[src/rtl/pva_pkg.sv]
// Package of the polyphonic voice allocator with per-voice linear envelopes.
// Holds sizes, codes, command and status structs and the generator function.
// No dependencies.
`timescale 1ns / 1ps

package pva_pkg;

    localparam int NUM_VOICES = 8;
    localparam int MAX_REPORT = 8;
    localparam int NUM_REPORT = (NUM_VOICES < MAX_REPORT) ? NUM_VOICES : MAX_REPORT;
    localparam int VIDX_W = (NUM_VOICES > 1) ? $clog2(NUM_VOICES) : 1;
    localparam int CNT_W = $clog2(NUM_VOICES + 1);

    localparam int LEVEL_W = 24;
    localparam int AGE_W = 32;
    localparam int RNG_W = 32;
    localparam int DRAW_W = 23;
    localparam int NOTE_W = 7;
    localparam int VOUT_W = 3;
    localparam int COUT_W = 4;
    localparam int CIDX_W = 8;

    localparam logic [LEVEL_W-1:0] ONE_LEVEL = 24'h800000;
    localparam logic [RNG_W-1:0] RNG_SEED = 32'd123456789;
    localparam logic [RNG_W-1:0] RNG_STRIDE = 32'd987654;
    localparam int XS_A = 13;
    localparam int XS_B = 17;
    localparam int XS_C = 5;

    typedef logic [VIDX_W-1:0] t_vidx;
    typedef logic [CNT_W-1:0] t_cnt;
    typedef logic [LEVEL_W-1:0] t_level;
    typedef logic [AGE_W-1:0] t_age;
    typedef logic [RNG_W-1:0] t_rng;
    typedef logic [DRAW_W-1:0] t_draw;
    typedef logic [NOTE_W-1:0] t_note;
    typedef logic [CIDX_W-1:0] t_cfg_idx;
    typedef logic [1:0] t_req;

    localparam t_req REQ_NOTE_ON = 2'd0;
    localparam t_req REQ_NOTE_OFF = 2'd1;
    localparam t_req REQ_TICK = 2'd2;

    localparam t_cfg_idx CFG_ATTACK = 8'd0;
    localparam t_cfg_idx CFG_DECAY = 8'd1;
    localparam t_cfg_idx CFG_SUSTAIN = 8'd2;
    localparam t_cfg_idx CFG_RELEASE = 8'd3;

    typedef enum logic [2:0] {
        ST_IDLE    = 3'd0,
        ST_ATTACK  = 3'd1,
        ST_DECAY   = 3'd2,
        ST_SUSTAIN = 3'd3,
        ST_RELEASE = 3'd4
    } t_env_stage;

    typedef enum logic [3:0] {
        S_IDLE,
        S_SCAN_ON,
        S_SCAN_OFF,
        S_SCAN_TICK,
        S_DRAW_TRIG,
        S_DRAW_LEFT,
        S_DRAW_RIGHT,
        S_EMIT_ON,
        S_EMIT_TICK
    } t_ctrl_state;

    typedef enum logic [1:0] {
        SCAN_NONE,
        SCAN_RELEASE,
        SCAN_TICK
    } t_scan_op;

    typedef enum logic [1:0] {
        DRAW_TRIG,
        DRAW_LEFT,
        DRAW_RIGHT
    } t_draw_sel;

    typedef struct packed {
        logic      start;
        t_scan_op  scan;
        logic      draw;
        t_draw_sel draw_sel;
        logic      alloc;
        logic      emit_on;
        logic      emit_tick;
    } t_dp_cmd;

    typedef struct packed {
        logic scan_last;
        logic emit_last;
        logic out_free;
    } t_dp_stat;

    typedef struct packed {
        logic [VOUT_W-1:0] voice_index;
        t_level            envelope;
        logic              voice_on;
        t_draw             trigger_rand;
        t_draw             phase_left;
        t_draw             phase_right;
        logic [COUT_W-1:0] active_count;
        logic              last;
    } t_result;

    function automatic t_rng xorshift32(input t_rng s);
        t_rng x;
        x = s;
        x = x ^ (x << XS_A);
        x = x ^ (x >> XS_B);
        x = x ^ (x << XS_C);
        return x;
    endfunction

    function automatic t_rng rng_seed(input int v);
        return RNG_SEED + RNG_W'(v) * RNG_STRIDE;
    endfunction

    function automatic logic [COUT_W-1:0] sat_count(input t_cnt c);
        return (32'(c) > 32'd15) ? 4'd15 : COUT_W'(c);
    endfunction

endpackage

[src/rtl/pva_req_if.sv]
// Request channel interface: request type and note number.
// Depends on pva_pkg.
`timescale 1ns / 1ps

interface pva_req_if;
    logic            valid;
    logic            ready;
    pva_pkg::t_req   req_type;
    pva_pkg::t_note  note;

    modport source (output valid, output req_type, output note, input ready);
    modport sink (input valid, input req_type, input note, output ready);
endinterface

[src/rtl/pva_res_if.sv]
// Result channel interface: one voice report per transaction.
// Depends on pva_pkg.
`timescale 1ns / 1ps

interface pva_res_if;
    logic                            valid;
    logic                            ready;
    logic [pva_pkg::VOUT_W-1:0]      voice_index;
    pva_pkg::t_level                 envelope;
    logic                            voice_on;
    pva_pkg::t_draw                  trigger_rand;
    pva_pkg::t_draw                  phase_left;
    pva_pkg::t_draw                  phase_right;
    logic [pva_pkg::COUT_W-1:0]      active_count;
    logic                            last;

    modport source (output valid, output voice_index, output envelope, output voice_on,
                    output trigger_rand, output phase_left, output phase_right,
                    output active_count, output last, input ready);
    modport sink (input valid, input voice_index, input envelope, input voice_on,
                  input trigger_rand, input phase_left, input phase_right,
                  input active_count, input last, output ready);
endinterface

[src/rtl/pva_cfg_if.sv]
// Configuration write channel interface: register index and write data.
// Depends on pva_pkg.
`timescale 1ns / 1ps

interface pva_cfg_if;
    logic               valid;
    logic               ready;
    pva_pkg::t_cfg_idx  index;
    pva_pkg::t_level    data;

    modport source (output valid, output index, output data, input ready);
    modport sink (input valid, input index, input data, output ready);
endinterface

[src/rtl/pva_ctrl.sv]
// Controller state machine of the voice allocator.
// Sequences scans, generator draws and result transactions; depends on pva_pkg.
`timescale 1ns / 1ps

module pva_ctrl (
    input  logic              i_clk,
    input  logic              i_rst_n,
    input  logic              i_req_valid,
    input  pva_pkg::t_req     i_req_type,
    output logic              o_req_ready,
    input  pva_pkg::t_dp_stat i_stat,
    output pva_pkg::t_dp_cmd  o_cmd
);

    pva_pkg::t_ctrl_state r_state;
    pva_pkg::t_ctrl_state n_state;
    logic                 w_accept;

    assign w_accept = i_req_valid && (r_state == pva_pkg::S_IDLE);

    always_ff @(posedge i_clk) begin
        if (!i_rst_n) begin
            r_state <= pva_pkg::S_IDLE;
        end else begin
            r_state <= n_state;
        end
    end

    always_comb begin
        n_state = r_state;
        case (r_state)
            pva_pkg::S_IDLE: begin
                if (w_accept) begin
                    case (i_req_type)
                        pva_pkg::REQ_NOTE_ON:  n_state = pva_pkg::S_SCAN_ON;
                        pva_pkg::REQ_NOTE_OFF: n_state = pva_pkg::S_SCAN_OFF;
                        pva_pkg::REQ_TICK:     n_state = pva_pkg::S_SCAN_TICK;
                        default:               n_state = pva_pkg::S_IDLE;
                    endcase
                end
            end
            pva_pkg::S_SCAN_ON: begin
                if (i_stat.scan_last) n_state = pva_pkg::S_DRAW_TRIG;
            end
            pva_pkg::S_SCAN_OFF: begin
                if (i_stat.scan_last) n_state = pva_pkg::S_IDLE;
            end
            pva_pkg::S_SCAN_TICK: begin
                if (i_stat.scan_last) n_state = pva_pkg::S_EMIT_TICK;
            end
            pva_pkg::S_DRAW_TRIG:  n_state = pva_pkg::S_DRAW_LEFT;
            pva_pkg::S_DRAW_LEFT:  n_state = pva_pkg::S_DRAW_RIGHT;
            pva_pkg::S_DRAW_RIGHT: n_state = pva_pkg::S_EMIT_ON;
            pva_pkg::S_EMIT_ON: begin
                if (i_stat.out_free) n_state = pva_pkg::S_IDLE;
            end
            pva_pkg::S_EMIT_TICK: begin
                if (i_stat.out_free && i_stat.emit_last) n_state = pva_pkg::S_IDLE;
            end
            default: n_state = pva_pkg::S_IDLE;
        endcase
    end

    always_comb begin
        o_req_ready = (r_state == pva_pkg::S_IDLE);
        o_cmd = '0;
        o_cmd.scan = pva_pkg::SCAN_NONE;
        o_cmd.draw_sel = pva_pkg::DRAW_TRIG;
        case (r_state)
            pva_pkg::S_IDLE:      o_cmd.start = w_accept;
            pva_pkg::S_SCAN_ON:   o_cmd.scan = pva_pkg::SCAN_RELEASE;
            pva_pkg::S_SCAN_OFF:  o_cmd.scan = pva_pkg::SCAN_RELEASE;
            pva_pkg::S_SCAN_TICK: o_cmd.scan = pva_pkg::SCAN_TICK;
            pva_pkg::S_DRAW_TRIG: begin
                o_cmd.draw = 1'b1;
                o_cmd.alloc = 1'b1;
                o_cmd.draw_sel = pva_pkg::DRAW_TRIG;
            end
            pva_pkg::S_DRAW_LEFT: begin
                o_cmd.draw = 1'b1;
                o_cmd.draw_sel = pva_pkg::DRAW_LEFT;
            end
            pva_pkg::S_DRAW_RIGHT: begin
                o_cmd.draw = 1'b1;
                o_cmd.draw_sel = pva_pkg::DRAW_RIGHT;
            end
            pva_pkg::S_EMIT_ON:   o_cmd.emit_on = i_stat.out_free;
            pva_pkg::S_EMIT_TICK: o_cmd.emit_tick = i_stat.out_free;
            default: o_cmd.start = 1'b0;
        endcase
    end

    a_on_enters_scan: assert property (@(posedge i_clk) disable iff (!i_rst_n)
        (w_accept && i_req_type == pva_pkg::REQ_NOTE_ON) |=> r_state == pva_pkg::S_SCAN_ON)
        else $error("note on did not start the voice scan");

    a_draws_in_order: assert property (@(posedge i_clk) disable iff (!i_rst_n)
        (r_state == pva_pkg::S_DRAW_TRIG) |=> ##1 r_state == pva_pkg::S_DRAW_RIGHT)
        else $error("generator draws out of sequence");

    a_off_returns_idle: assert property (@(posedge i_clk) disable iff (!i_rst_n)
        (r_state == pva_pkg::S_SCAN_OFF && i_stat.scan_last) |=> r_state == pva_pkg::S_IDLE)
        else $error("note off scan did not return to idle");

endmodule

[src/rtl/pva_datapath.sv]
// Datapath of the voice allocator: voice state, envelope step, allocation
// trackers, generators, configuration registers and the output register.
// Depends on pva_pkg; driven by pva_ctrl.
`timescale 1ns / 1ps

module pva_datapath (
    input  logic               i_clk,
    input  logic               i_rst_n,
    input  pva_pkg::t_note     i_note,
    input  logic               i_cfg_valid,
    input  pva_pkg::t_cfg_idx  i_cfg_index,
    input  pva_pkg::t_level    i_cfg_data,
    input  pva_pkg::t_dp_cmd   i_cmd,
    output pva_pkg::t_dp_stat  o_stat,
    output logic               o_res_valid,
    input  logic               i_res_ready,
    output pva_pkg::t_result   o_res
);

    localparam int N = pva_pkg::NUM_VOICES;

    pva_pkg::t_level r_attack, r_decay, r_sustain, r_release;

    logic                 r_active [N];
    logic                 r_gate   [N];
    pva_pkg::t_note       r_vnote  [N];
    pva_pkg::t_age        r_age    [N];
    pva_pkg::t_env_stage  r_stage  [N];
    pva_pkg::t_level      r_level  [N];
    pva_pkg::t_rng        r_rng    [N];

    pva_pkg::t_vidx  r_idx;
    pva_pkg::t_note  r_note_in;
    pva_pkg::t_cnt   r_cnt;
    logic            r_free_found, r_rel_found;
    pva_pkg::t_vidx  r_free_idx, r_rel_idx, r_all_idx;
    pva_pkg::t_age   r_rel_age, r_all_age;
    pva_pkg::t_draw  r_trig, r_pl, r_pr;
    logic            r_out_valid;
    pva_pkg::t_result r_out;

    pva_pkg::t_level      w_sus;
    logic                 w_cur_active, w_cur_gate, w_match, w_gate_after;
    pva_pkg::t_age        w_cur_age, w_age_next;
    pva_pkg::t_env_stage  w_stage_next;
    pva_pkg::t_level      w_cur_level, w_level_next;
    logic                 w_active_next;
    logic [pva_pkg::LEVEL_W:0] w_sum;
    pva_pkg::t_vidx       w_sel;
    pva_pkg::t_rng        w_draw;
    logic                 w_cnt_add;

    assign w_sus = (r_sustain > pva_pkg::ONE_LEVEL) ? pva_pkg::ONE_LEVEL : r_sustain;
    assign w_cur_active = r_active[r_idx];
    assign w_cur_gate = r_gate[r_idx];
    assign w_cur_age = r_age[r_idx];
    assign w_cur_level = r_level[r_idx];
    assign w_match = w_cur_active && (r_vnote[r_idx] == r_note_in);
    assign w_gate_after = w_cur_gate && !w_match;
    assign w_sel = r_free_found ? r_free_idx : (r_rel_found ? r_rel_idx : r_all_idx);
    assign w_draw = pva_pkg::xorshift32(r_rng[w_sel]);

    always_comb begin
        w_level_next = w_cur_level;
        w_stage_next = r_stage[r_idx];
        w_active_next = w_cur_active;
        w_age_next = w_cur_age;
        w_sum = '0;
        if (!w_cur_active) begin
            w_level_next = '0;
            w_stage_next = pva_pkg::ST_IDLE;
        end else begin
            if (w_cur_age != '1) w_age_next = w_cur_age + 1'b1;
            case (r_stage[r_idx])
                pva_pkg::ST_ATTACK: begin
                    w_sum = {1'b0, w_cur_level} + {1'b0, r_attack};
                    if (w_sum >= {1'b0, pva_pkg::ONE_LEVEL}) begin
                        w_level_next = pva_pkg::ONE_LEVEL;
                        w_stage_next = pva_pkg::ST_DECAY;
                    end else begin
                        w_level_next = w_sum[pva_pkg::LEVEL_W-1:0];
                    end
                end
                pva_pkg::ST_DECAY: begin
                    w_sum = {1'b0, r_decay} + {1'b0, w_sus};
                    if ({1'b0, w_cur_level} <= w_sum) begin
                        w_level_next = w_sus;
                        w_stage_next = pva_pkg::ST_SUSTAIN;
                    end else begin
                        w_level_next = w_cur_level - r_decay;
                    end
                end
                pva_pkg::ST_SUSTAIN: begin
                    w_level_next = w_sus;
                    if (!w_cur_gate) w_stage_next = pva_pkg::ST_RELEASE;
                end
                pva_pkg::ST_RELEASE: begin
                    if (w_cur_level <= r_release) begin
                        w_level_next = '0;
                        w_active_next = 1'b0;
                        w_stage_next = pva_pkg::ST_IDLE;
                    end else begin
                        w_level_next = w_cur_level - r_release;
                    end
                end
                default: begin
                    w_level_next = '0;
                    w_active_next = 1'b0;
                end
            endcase
        end
    end

    always_comb begin
        case (i_cmd.scan)
            pva_pkg::SCAN_TICK:    w_cnt_add = w_active_next;
            pva_pkg::SCAN_RELEASE: w_cnt_add = w_cur_active;
            default:               w_cnt_add = 1'b0;
        endcase
    end

    always_ff @(posedge i_clk) begin
        if (!i_rst_n) begin
            r_attack <= 24'd190217;
            r_decay <= '0;
            r_sustain <= pva_pkg::ONE_LEVEL;
            r_release <= 24'd190217;
        end else if (i_cfg_valid) begin
            case (i_cfg_index)
                pva_pkg::CFG_ATTACK:  r_attack <= i_cfg_data;
                pva_pkg::CFG_DECAY:   r_decay <= i_cfg_data;
                pva_pkg::CFG_SUSTAIN: r_sustain <= i_cfg_data;
                pva_pkg::CFG_RELEASE: r_release <= i_cfg_data;
                default: r_attack <= r_attack;
            endcase
        end
    end

    always_ff @(posedge i_clk) begin
        if (!i_rst_n) begin
            for (int v = 0; v < N; v++) begin
                r_active[v] <= 1'b0;
                r_gate[v] <= 1'b0;
                r_vnote[v] <= '0;
                r_age[v] <= '0;
                r_stage[v] <= pva_pkg::ST_IDLE;
                r_level[v] <= '0;
                r_rng[v] <= pva_pkg::rng_seed(v);
            end
        end else begin
            case (i_cmd.scan)
                pva_pkg::SCAN_RELEASE: begin
                    if (w_match) begin
                        r_gate[r_idx] <= 1'b0;
                        r_stage[r_idx] <= pva_pkg::ST_RELEASE;
                    end
                end
                pva_pkg::SCAN_TICK: begin
                    r_active[r_idx] <= w_active_next;
                    r_age[r_idx] <= w_age_next;
                    r_stage[r_idx] <= w_stage_next;
                    r_level[r_idx] <= w_level_next;
                end
                default: ;
            endcase
            if (i_cmd.alloc) begin
                r_vnote[w_sel] <= r_note_in;
                r_gate[w_sel] <= 1'b1;
                r_age[w_sel] <= '0;
                r_active[w_sel] <= 1'b1;
                r_stage[w_sel] <= pva_pkg::ST_ATTACK;
                r_level[w_sel] <= '0;
            end
            if (i_cmd.draw) begin
                r_rng[w_sel] <= w_draw;
            end
        end
    end

    always_ff @(posedge i_clk) begin
        if (!i_rst_n) begin
            r_idx <= '0;
            r_cnt <= '0;
            r_free_found <= 1'b0;
            r_rel_found <= 1'b0;
        end else if (i_cmd.start) begin
            r_idx <= '0;
            r_cnt <= '0;
            r_free_found <= 1'b0;
            r_rel_found <= 1'b0;
            r_all_idx <= '0;
            r_all_age <= '0;
        end else if (i_cmd.scan != pva_pkg::SCAN_NONE) begin
            r_idx <= o_stat.scan_last ? '0 : r_idx + 1'b1;
            r_cnt <= r_cnt + pva_pkg::CNT_W'(w_cnt_add);
            if (!r_free_found && !w_cur_active) begin
                r_free_found <= 1'b1;
                r_free_idx <= r_idx;
            end
            if (!w_gate_after && (!r_rel_found || w_cur_age > r_rel_age)) begin
                r_rel_found <= 1'b1;
                r_rel_idx <= r_idx;
                r_rel_age <= w_cur_age;
            end
            if (w_cur_age > r_all_age) begin
                r_all_idx <= r_idx;
                r_all_age <= w_cur_age;
            end
        end else if (i_cmd.alloc) begin
            r_cnt <= r_cnt + pva_pkg::CNT_W'(r_free_found);
        end else if (i_cmd.emit_tick) begin
            r_idx <= r_idx + 1'b1;
        end
    end

    always_ff @(posedge i_clk) begin
        if (i_cmd.start) begin
            r_note_in <= i_note;
        end
        if (i_cmd.draw) begin
            case (i_cmd.draw_sel)
                pva_pkg::DRAW_TRIG:  r_trig <= w_draw[pva_pkg::DRAW_W-1:0];
                pva_pkg::DRAW_LEFT:  r_pl <= w_draw[pva_pkg::DRAW_W-1:0];
                pva_pkg::DRAW_RIGHT: r_pr <= w_draw[pva_pkg::DRAW_W-1:0];
                default:             r_trig <= r_trig;
            endcase
        end
        if (i_cmd.emit_on) begin
            r_out.voice_index <= pva_pkg::VOUT_W'(w_sel);
            r_out.envelope <= '0;
            r_out.voice_on <= 1'b1;
            r_out.trigger_rand <= r_trig;
            r_out.phase_left <= r_pl;
            r_out.phase_right <= r_pr;
            r_out.active_count <= pva_pkg::sat_count(r_cnt);
            r_out.last <= 1'b1;
        end else if (i_cmd.emit_tick) begin
            r_out.voice_index <= pva_pkg::VOUT_W'(r_idx);
            r_out.envelope <= w_cur_level;
            r_out.voice_on <= w_cur_active;
            r_out.trigger_rand <= '0;
            r_out.phase_left <= '0;
            r_out.phase_right <= '0;
            r_out.active_count <= pva_pkg::sat_count(r_cnt);
            r_out.last <= o_stat.emit_last;
        end
    end

    always_ff @(posedge i_clk) begin
        if (!i_rst_n) begin
            r_out_valid <= 1'b0;
        end else if (i_cmd.emit_on || i_cmd.emit_tick) begin
            r_out_valid <= 1'b1;
        end else if (i_res_ready) begin
            r_out_valid <= 1'b0;
        end
    end

    assign o_stat.scan_last = (r_idx == pva_pkg::VIDX_W'(N - 1));
    assign o_stat.emit_last = (r_idx == pva_pkg::VIDX_W'(pva_pkg::NUM_REPORT - 1));
    assign o_stat.out_free = !r_out_valid || i_res_ready;
    assign o_res_valid = r_out_valid;
    assign o_res = r_out;

    a_rng_nonzero: assert property (@(posedge i_clk) disable iff (!i_rst_n)
        i_cmd.draw |-> (r_rng[w_sel] != '0))
        else $error("voice generator reached the all-zero state");

    a_start_clears_index: assert property (@(posedge i_clk) disable iff (!i_rst_n)
        i_cmd.start |=> (r_idx == '0 && r_cnt == '0))
        else $error("scan index or count not cleared at start");

    a_count_bounded: assert property (@(posedge i_clk) disable iff (!i_rst_n)
        (32'(r_cnt) <= N))
        else $error("active voice count exceeds the number of voices");

endmodule

[src/rtl/poly_voice_allocator_adsr_core.sv]
// Top level of the polyphonic voice allocator with linear ADSR envelopes.
// Depends on pva_pkg, the three channel interfaces, pva_ctrl and pva_datapath.
//
//   Channel   Direction  Payload                                  Transaction
//   i_req     in         req_type, note                           valid & ready
//   o_res     out        voice_index .. last (one voice report)   valid & ready
//   i_cfg     in         index, data (register write)             valid & ready
//
// Each request is handled alone; the voices are scanned one per cycle.
// A note off scans the voices, a note on scans them, makes three generator draws
// and issues one result, and a tick scans them and then issues one result per
// reported voice (up to eight).
// A stalled result holds the block in its report phase; the output register
// lets the last result wait while the next request is accepted.
// Reset is synchronous and active low; configuration writes are always taken.
`timescale 1ns / 1ps

module poly_voice_allocator_adsr_core (
    input  logic       i_clk,
    input  logic       i_rst_n,
    pva_req_if.sink    i_req,
    pva_res_if.source  o_res,
    pva_cfg_if.sink    i_cfg
);

    pva_pkg::t_dp_cmd  w_cmd;
    pva_pkg::t_dp_stat w_stat;
    pva_pkg::t_result  w_res;
    logic              w_req_ready;
    logic              w_res_valid;

    pva_ctrl u_ctrl (
        .i_clk       (i_clk),
        .i_rst_n     (i_rst_n),
        .i_req_valid (i_req.valid),
        .i_req_type  (i_req.req_type),
        .o_req_ready (w_req_ready),
        .i_stat      (w_stat),
        .o_cmd       (w_cmd)
    );

    pva_datapath u_datapath (
        .i_clk       (i_clk),
        .i_rst_n     (i_rst_n),
        .i_note      (i_req.note),
        .i_cfg_valid (i_cfg.valid),
        .i_cfg_index (i_cfg.index),
        .i_cfg_data  (i_cfg.data),
        .i_cmd       (w_cmd),
        .o_stat      (w_stat),
        .o_res_valid (w_res_valid),
        .i_res_ready (o_res.ready),
        .o_res       (w_res)
    );

    assign i_req.ready = w_req_ready;
    assign i_cfg.ready = 1'b1;

    assign o_res.valid = w_res_valid;
    assign o_res.voice_index = w_res.voice_index;
    assign o_res.envelope = w_res.envelope;
    assign o_res.voice_on = w_res.voice_on;
    assign o_res.trigger_rand = w_res.trigger_rand;
    assign o_res.phase_left = w_res.phase_left;
    assign o_res.phase_right = w_res.phase_right;
    assign o_res.active_count = w_res.active_count;
    assign o_res.last = w_res.last;

endmodule

[src/flat_wrapper.sv]
// flat-port wrapper written by rule: the top's interface ports become plain ports
module poly_voice_allocator_adsr_core_flat 
  (i_clk, i_rst_n, i_req_valid, i_req_req_type, i_req_note, i_req_ready, o_res_valid, o_res_voice_index, o_res_envelope, o_res_voice_on, o_res_trigger_rand, o_res_phase_left, o_res_phase_right, o_res_active_count, o_res_last, o_res_ready, i_cfg_valid, i_cfg_index, i_cfg_data, i_cfg_ready);
  pva_req_if i_req_i ();
  pva_res_if o_res_i ();
  pva_cfg_if i_cfg_i ();
  input  logic i_clk;
  input  logic i_rst_n;
  input wire logic [$bits(i_req_i.valid)-1:0] i_req_valid;
  input wire logic [$bits(i_req_i.req_type)-1:0] i_req_req_type;
  input wire logic [$bits(i_req_i.note)-1:0] i_req_note;
  output wire logic [$bits(i_req_i.ready)-1:0] i_req_ready;
  output wire logic [$bits(o_res_i.valid)-1:0] o_res_valid;
  output wire logic [$bits(o_res_i.voice_index)-1:0] o_res_voice_index;
  output wire logic [$bits(o_res_i.envelope)-1:0] o_res_envelope;
  output wire logic [$bits(o_res_i.voice_on)-1:0] o_res_voice_on;
  output wire logic [$bits(o_res_i.trigger_rand)-1:0] o_res_trigger_rand;
  output wire logic [$bits(o_res_i.phase_left)-1:0] o_res_phase_left;
  output wire logic [$bits(o_res_i.phase_right)-1:0] o_res_phase_right;
  output wire logic [$bits(o_res_i.active_count)-1:0] o_res_active_count;
  output wire logic [$bits(o_res_i.last)-1:0] o_res_last;
  input wire logic [$bits(o_res_i.ready)-1:0] o_res_ready;
  input wire logic [$bits(i_cfg_i.valid)-1:0] i_cfg_valid;
  input wire logic [$bits(i_cfg_i.index)-1:0] i_cfg_index;
  input wire logic [$bits(i_cfg_i.data)-1:0] i_cfg_data;
  output wire logic [$bits(i_cfg_i.ready)-1:0] i_cfg_ready;
  assign i_req_i.valid = i_req_valid;
  assign i_req_i.req_type = i_req_req_type;
  assign i_req_i.note = i_req_note;
  assign i_req_ready = i_req_i.ready;
  assign o_res_valid = o_res_i.valid;
  assign o_res_voice_index = o_res_i.voice_index;
  assign o_res_envelope = o_res_i.envelope;
  assign o_res_voice_on = o_res_i.voice_on;
  assign o_res_trigger_rand = o_res_i.trigger_rand;
  assign o_res_phase_left = o_res_i.phase_left;
  assign o_res_phase_right = o_res_i.phase_right;
  assign o_res_active_count = o_res_i.active_count;
  assign o_res_last = o_res_i.last;
  assign o_res_i.ready = o_res_ready;
  assign i_cfg_i.valid = i_cfg_valid;
  assign i_cfg_i.index = i_cfg_index;
  assign i_cfg_i.data = i_cfg_data;
  assign i_cfg_ready = i_cfg_i.ready;
  poly_voice_allocator_adsr_core u_core (.i_clk(i_clk), .i_rst_n(i_rst_n), .i_req(i_req_i), .o_res(o_res_i), .i_cfg(i_cfg_i));
endmodule
[config.mk]
export PLATFORM = sky130hd
export DESIGN_NAME = poly_voice_allocator_adsr_core_flat
export DESIGN_NICKNAME = d
export VERILOG_FILES = /design/src/rtl/pva_pkg.sv /design/src/rtl/pva_req_if.sv /design/src/rtl/pva_res_if.sv /design/src/rtl/pva_cfg_if.sv /design/src/rtl/pva_ctrl.sv /design/src/rtl/pva_datapath.sv /design/src/rtl/poly_voice_allocator_adsr_core.sv /design/src/flat_wrapper.sv
export SDC_FILE = /design/constraint.sdc
export NUM_CORES = 2
export LEC_CHECK = 0
export ABC_AREA = 0
export CAP_MARGIN = 0
export CORE_AREA = 3 3 326 328
export CTS_BUF_LIST = sky130_fd_sc_hd__clkbuf_8
export CTS_CLUSTER_SIZE = 10
export DETAILED_ROUTE_END_ITERATION = 10
export DIE_AREA = 0 0 329 331
export DONT_BUFFER_PORTS = 1
export GPL_TIMING_DRIVEN = 1
export PLACE_DENSITY = 0.82
export SLEW_MARGIN = 30
export SYNTH_ARGS = -nofsm -noshare
export SYNTH_HDL_FRONTEND = slang
export SYNTH_SLANG_ARGS = --single-unit
[constraint.sdc]
create_clock -name i_clk -period 8.3 [get_ports i_clk]
set_input_delay 0.83 -clock i_clk [delete_from_list [all_inputs] [get_ports i_clk]]
set_output_delay 0.83 -clock i_clk [all_outputs]
set_load 0.01 [all_outputs]
; Word-level counts from Yosys, hierarchy flattened
; Memories as Yosys holds them, arrays and structs flattened. A register that Yosys moved wholly into a read port is not among the register bits.
; Cells that the tools add are included.
; Widths: inputs -> output; s select.
[totals]
latchBits = 0
ram_bits = 800
wordCells = 251
input_bits = 46
romBits = 0
register_bits = 361
mem_count = 7
[op_classes]
addsub = 8
n_eq_ne = 31
n_shift = 0
n_div = 0
mux = 111
n_reduce_logical = 55
order_cmp = 6
n_bitwise = 6
multipliers = 0
[mem_list]
columns = memory, words, width, rd, rd_clocked_by_memory_dff, wr, line_no
row1 = u_core.u_datapath.r_age, 8, 32, 1, 1, 8, pva_datapath.sv:27  ; pva_pkg::t_age r_age [N];
row2 = u_core.u_datapath.r_rng, 8, 32, 1, 0, 8, pva_datapath.sv:30  ; pva_pkg::t_rng r_rng [N];
row3 = u_core.u_datapath.r_level, 8, 24, 1, 1, 8, pva_datapath.sv:29  ; pva_pkg::t_level r_level [N];
row4 = u_core.u_datapath.r_vnote, 8, 7, 1, 1, 8, pva_datapath.sv:26  ; pva_pkg::t_note r_vnote [N];
row5 = u_core.u_datapath.r_stage, 8, 3, 1, 1, 8, pva_datapath.sv:28  ; pva_pkg::t_env_stage r_stage [N];
row6 = u_core.u_datapath.r_active, 8, 1, 1, 1, 8, pva_datapath.sv:24  ; logic r_active [N];
row7 = +1 memories, --, --, --, --, --, --
[op_table]
columns = operator, n
row1 = $mux 32, 7
row2 = $mux 102, 2
row3 = $mux 24, 7
row4 = $mux 3, 40
row5 = $pmux 24 s4, 1
row6 = $reduce_or 32->1, 3
row7 = $gt 32x32->1, 2
row8 = $xor 32x32->32, 2
row9 = $add 24x24->25, 2
row10 = $reduce_or 24->1, 2
row11 = $sub 24x24->24, 2
row12 = $mux 1, 38
row13 = $pmux 4 s9, 1
row14 = $add 32x1->32 const B, 1
row15 = $mux 4, 8
row16 = $ne 32x32->1 const B, 1
row17 = $xor 32x15->32, 1
row18 = $ge 25x24->1 const B, 1
row19 = $le 24x25->1, 1
row20 = $gt 24x24->1 const B, 1
row21 = $le 24x24->1, 1
row22 = $reduce_and 2->1, 10
row23 = $eq 4x3->1 const B, 4
row24 = $eq 8x2->1 const B, 2
row25 = 36 further kinds, 77

; Logic depth before layout (Yosys ltp)
[logic_depth]
ltp_word = 11
mapped_depth = 28
depth_no_buf = 26

; Modules after synthesis
; Synthesis repeated with hierarchy kept, for this count alone.
[unflattened]
hier_cells = 5303
area_unflattened_um2 = 55378.1
[modules_own_cells]
columns = module, area_each_um2, cells_each, instances, seq_area_each_um2
row1 = pva_datapath, 54971.5, 5244, 1, 28597.4
row2 = pva_ctrl, 395.4, 57, 1, 80.1
row3 = poly_voice_allocator_adsr_core, 11.3, 2, 1, 0.0

; Worst setup path after synthesis
; No wires, ideal clock.
[synth_timing]
path_type = register to register
startpoint = register u_core.u_datapath.r_sustain[15]
endpoint = memory u_core.u_datapath.r_level[1][1] (netlist bit), data pin
arrival_ps = 5752
stages_incl_launch_ff = 27
setup_time_ps = 265
path_buffers = 2
path_slack_ps = 2283
cell_sequence = dfxtp_1 -> nor4_1 -> nand4_1 -> o21ai_0 -> clkbuf_1 -> and2_1 -> ha_1 -> nand4_1 -> nor2_1 -> a2111oi_1 -> a31oi_1 -> a31o_2 -> nand4_1 -> nand4b_1 -> a21oi_1 -> xor2_1 -> ha_1 -> o21a_1 -> nor2_1 -> a21oi_1 -> or4_1 -> nor4b_2 -> nand2_1 -> mux2_2 -> a222oi_1 -> clkbuf_1 -> nor2_1
[synth_rtl]
columns = element, line_no
row1 = "start, declared", pva_datapath.sv:22  ; pva_pkg::t_level r_attack, r_decay, r_sustain, r_release;
row2 = "start signal, assigned", pva_datapath.sv:126  ; r_sustain <= pva_pkg::ONE_LEVEL;
row3 = "start signal, assigned", pva_datapath.sv:132  ; pva_pkg::CFG_SUSTAIN: r_sustain <= i_cfg_data;
row4 = "end, declared", pva_datapath.sv:29

==> run_results.csv <==
group,metric,value,unit
route,wl_met1,58.36,mm
route,wl_met3,19.12,mm
sta,finalClockSkew,85.06,ps
yosys,synth_async_sr_flop_share,0,
global_route,grt_pass1_wl,239.5,mm
critical_path,r2r.worst_path.cells,24,
yosys,synthTopCellsByArea,"edfxtp_1 53%, dfxtp_1 5.4%, mux4_2 5.2%",
clocking,post_cts_buffers,0,
global_route,grt_max_degree,85,
critical_path,r2r-end,"u_core.u_datapath.r_level[1][19]",
sta,worst_pin_slew,1058,ps
critical_path,crit_type,"reg -> reg",
global_route,grt_use_total,0.2911,
yosys,synth_cell_types,97,
clocking,cts_buffer_depth,3,
cells_and_area,fin_area,62170,µm²
clocking,clock-sinks,1164,
route,final_antenna_net_count,0,
route,dr_total_vias,40620,
critical_path,slowest_delay,840,ps
pwr,max-vdd-ir-drop,674.0,µV
sta,fmax,0.1364,GHz
sta,setup_tns,0,ps
sta,hold_viol,0,
sta,rsz0062_at_grt,"no",
cells_and_area,drive_above_1_share,0.1171,
yosys,avgSynthCellArea,11.74,µm²
critical_path,r2r_start,"u_core.u_datapath.r_sustain[0]",
min_path,hold_class,"in -> reg",
route,via_per_inst,6.318,
route,highest_layer,"met4",
yosys,synth.top_cell.area_share,0.5319,
min_path,min_to,"u_core.u_datapath.r_attack[15]",
clocking,cts_tree,"built",
placed_design,dpl_cell_area,58600,µm²
placed_design,place_congestion,0.9516,
critical_path,crit_arrival,7900,ps
cells_and_area,final_cell_mix,"1009 x edfxtp_1, 725 x nor2_1, 605 x nand2_1",
yosys,synth_edf_count,1009,
clocking,h-tree-depth,4,
floorplan,initial_core_util,0.5504,
cells_and_area,nNetsFinal,5147,
critical_path,cp-start-kind,"flip-flop",
flow_run,max_cap_violations,0,
critical_path,required,8870,ps
sta,layout_min_cycle_time,7330,ps
cells_and_area,final_common_cell,"edfxtp_1",
critical_path,cp_max_fo,11,
yosys,ys_ff_latch,1164,
placed_design,post-dp-hpwl,103.3,mm
yosys,synth-seq-area-share,0.5864,
route,wl_per_cell,24.90,µm
critical_path,critical_path.top_delay_family,"compound AO/OA/AOI/OAI gates",
clocking,clock_latency,910,ps
placed_design,port_buffers,0,
floorplan,die_h,331,µm
critical_path,crit_slowest_cell,"a2111oi_2",
clocking,clkTransAtPathRegs,60,ps
yosys,syn-instance-count,4850,
floorplan,die_w,329,µm
min_path,min-delay-start,"i_cfg_data[15]",
floorplan,io_pins,151,
critical_path,cp-end-kind,"flip-flop",
global_route,antenna_found_initial,6,
sta,drv_slew,0,
floorplan,die_area,108900,µm²
status,outcome,"completed",
yosys,syn-cell-area,56960,µm²
route,wl_met2,75.45,mm
clocking,cts-resized-gates,0,
sta,setup_violations,0,
yosys,synth_top_area_cell,"edfxtp_1",
global_route,grt_pass1_vias,40090,
clocking,root_buffer,"clkbuf_8",
critical_path,worstPathCellList,"nor4_1 -> nand4_1 -> o21ai_0 -> buf_4 -> and2_1 -> ha_1 -> nand4_1 -> nor2_1 -> a2111oi_1 -> a31oi_1 -> a31o_2 -> nand4_1 -> nand4b_1 -> a21oi_1 -> xor2_1 -> ha_1 -> a2111oi_0 -> a21oi_1 -> or4_1 -> nor4b_2 -> nand3_1 -> nor2_1 -> a2111oi_2 -> nor2_1",
route,initialDrtViolationCount,5223,
route,dr.pass1.iters,6,
global_route,grt_overflow,0,
sta,slew-limit-headroom,0.2929,
yosys,ys.flop_type,"edfxtp_1",
yosys,yosys_warnings,0,
pwr,powerDensity,393.6,nW/µm²
floorplan,num_rows,118,
sta,post-route-period-util,0.8831,
min_path,holdPathStages,2,
route,drc,0,
pwr,p_leak,0.02297,µW
cells_and_area,area_growth,9.142,%
critical_path,critPathBufInv,1,
yosys,syn-num-nets,5094,
floorplan,coreArea,103500,µm²
critical_path,rrSetupSlack,970,ps
clocking,cts_made_buffers,185,
route,wirelength,160.1,mm
## what timing repair did
item                                   in CTS  in global routing
hold buffers                                7                  0
setup endpoints to repair                   0                  0
endpoints found under the hold margin       7                  0
## routing by layer
metal / global-route usage / vias to the layer above
met1: 0.3730 / 19690
met5: 0 / -
met4: 0.1366 / 0
met2: 0.4676 / 2733
li1: - / 17700
met3: 0.07371 / 496
## metrics by stage
| step | power (µW) | instances | setup WS (ps) | util | hold slack (ps) |
|---|---|---|---|---|---|
| 5_1_grt | 25380 | 6429 | 581.5 | 0.6007 | 62.77 |
| 4_1_cts | 24090 | 6421 | 1034 | 0.5998 | 15.36 |
| 3_3_place_gp | 19220 | 6085 | 1224 | 0.5652 | 444.7 |
| 2_1_floorplan | 15730 | 4850 | 2283 | - | 436.3 |
| 3_5_place_dp | 19470 | 6085 | 1073 | 0.5662 | 448.2 |
| 6_report | 24470 | 6430 | 970.2 | 0.6007 | 74.91 |
## sequential cells by signal, summed over array words and instances (netlist names), 7 cells and up, named ones only
signal                       count
u_core.u_datapath.r_age        256
u_core.u_datapath.r_rng        256
u_core.u_datapath.r_level      192
u_core.u_datapath.o_res        102
u_core.u_datapath.r_vnote       56
u_core.u_datapath.r_all_age     32
u_core.u_datapath.r_rel_age     32
u_core.u_datapath.r_attack      24
u_core.u_datapath.r_decay       24
u_core.u_datapath.r_release     24
u_core.u_datapath.r_stage       24
u_core.u_datapath.r_sustain     24
u_core.u_datapath.r_pl          23
u_core.u_datapath.r_pr          23
u_core.u_datapath.r_trig        23
u_core.u_datapath.r_active       8
u_core.u_datapath.r_gate         8
u_core.u_datapath.r_note_in      7
## how the worst max path moves through the flow
stage / startpoint / to / depth (start not counted)
CTS: u_core.u_datapath.r_sustain[0] / u_core.u_datapath.r_level[1][22] / 25
global route: u_core.u_datapath.r_sustain[19] / u_core.u_datapath.r_level[2][19] / 25
global placement: u_core.u_datapath.r_sustain[0] / u_core.u_datapath.r_level[4][22] / 25
detailed placement: u_core.u_datapath.r_sustain[0] / u_core.u_datapath.r_level[1][22] / 25
finish: u_core.u_datapath.r_sustain[0] / u_core.u_datapath.r_level[1][19] / 24
floorplan: u_core.u_datapath.r_sustain[15] / u_core.u_datapath.r_level[1][1] / 26
## report_power, final
group / internal, µW / switching (µW) / leakage, µW / total [µW]
Clock: 2270 / 2340 / 0.00197 / 4610
Combinational: 3330 / 8680 / 0.00988 / 12000
Sequential: 7560 / 299 / 0.0111 / 7860
## Yosys cell counts, drive strengths merged (37+ instances only)
| cell | instances |
|---|---|
| nand2 | 617 |
| xor2 | 66 |
| nor2 | 733 |
| nor2b | 48 |
| and3 | 57 |
| and2 | 137 |
| a211oi | 37 |
| ha | 194 |
| dfxtp | 155 |
| buf | 83 |
| nand3 | 114 |
| nor3 | 66 |
| a21o | 51 |
| nand4 | 38 |
| a21oi | 208 |
| inv | 206 |
| o21ai | 107 |
| mux2i | 111 |
| xnor2 | 102 |
| mux4 | 132 |
| clkbuf | 147 |
| edfxtp | 1009 |
## layout make-up
cell class | instances | area (µm²)
fillers | 7850 | 41330
flip-flops and latches | 1164 | 33410
multi-input cells | 3249 | 22110
clock buffers | 190 | 2615
well taps | 1380 | 1727
clock inverters | 139 | 785.8
inverters | 207 | 780.7
repair buffers | 96 | 728.2
diodes | 5 | 12.51
## cells by family after synthesis
group           Yosys count  share of synthesized area
compound gates          703                    0.08325
fa+ha+maj               198                    0.04402
other cells               1                 0.00006583
xor+xnor                168                    0.02979
flops                  1164                     0.5864
simple gates           1910                     0.1476
mux                     269                    0.07697
buf+inv                 437                    0.03196
(Power assumes the default switching activity.)
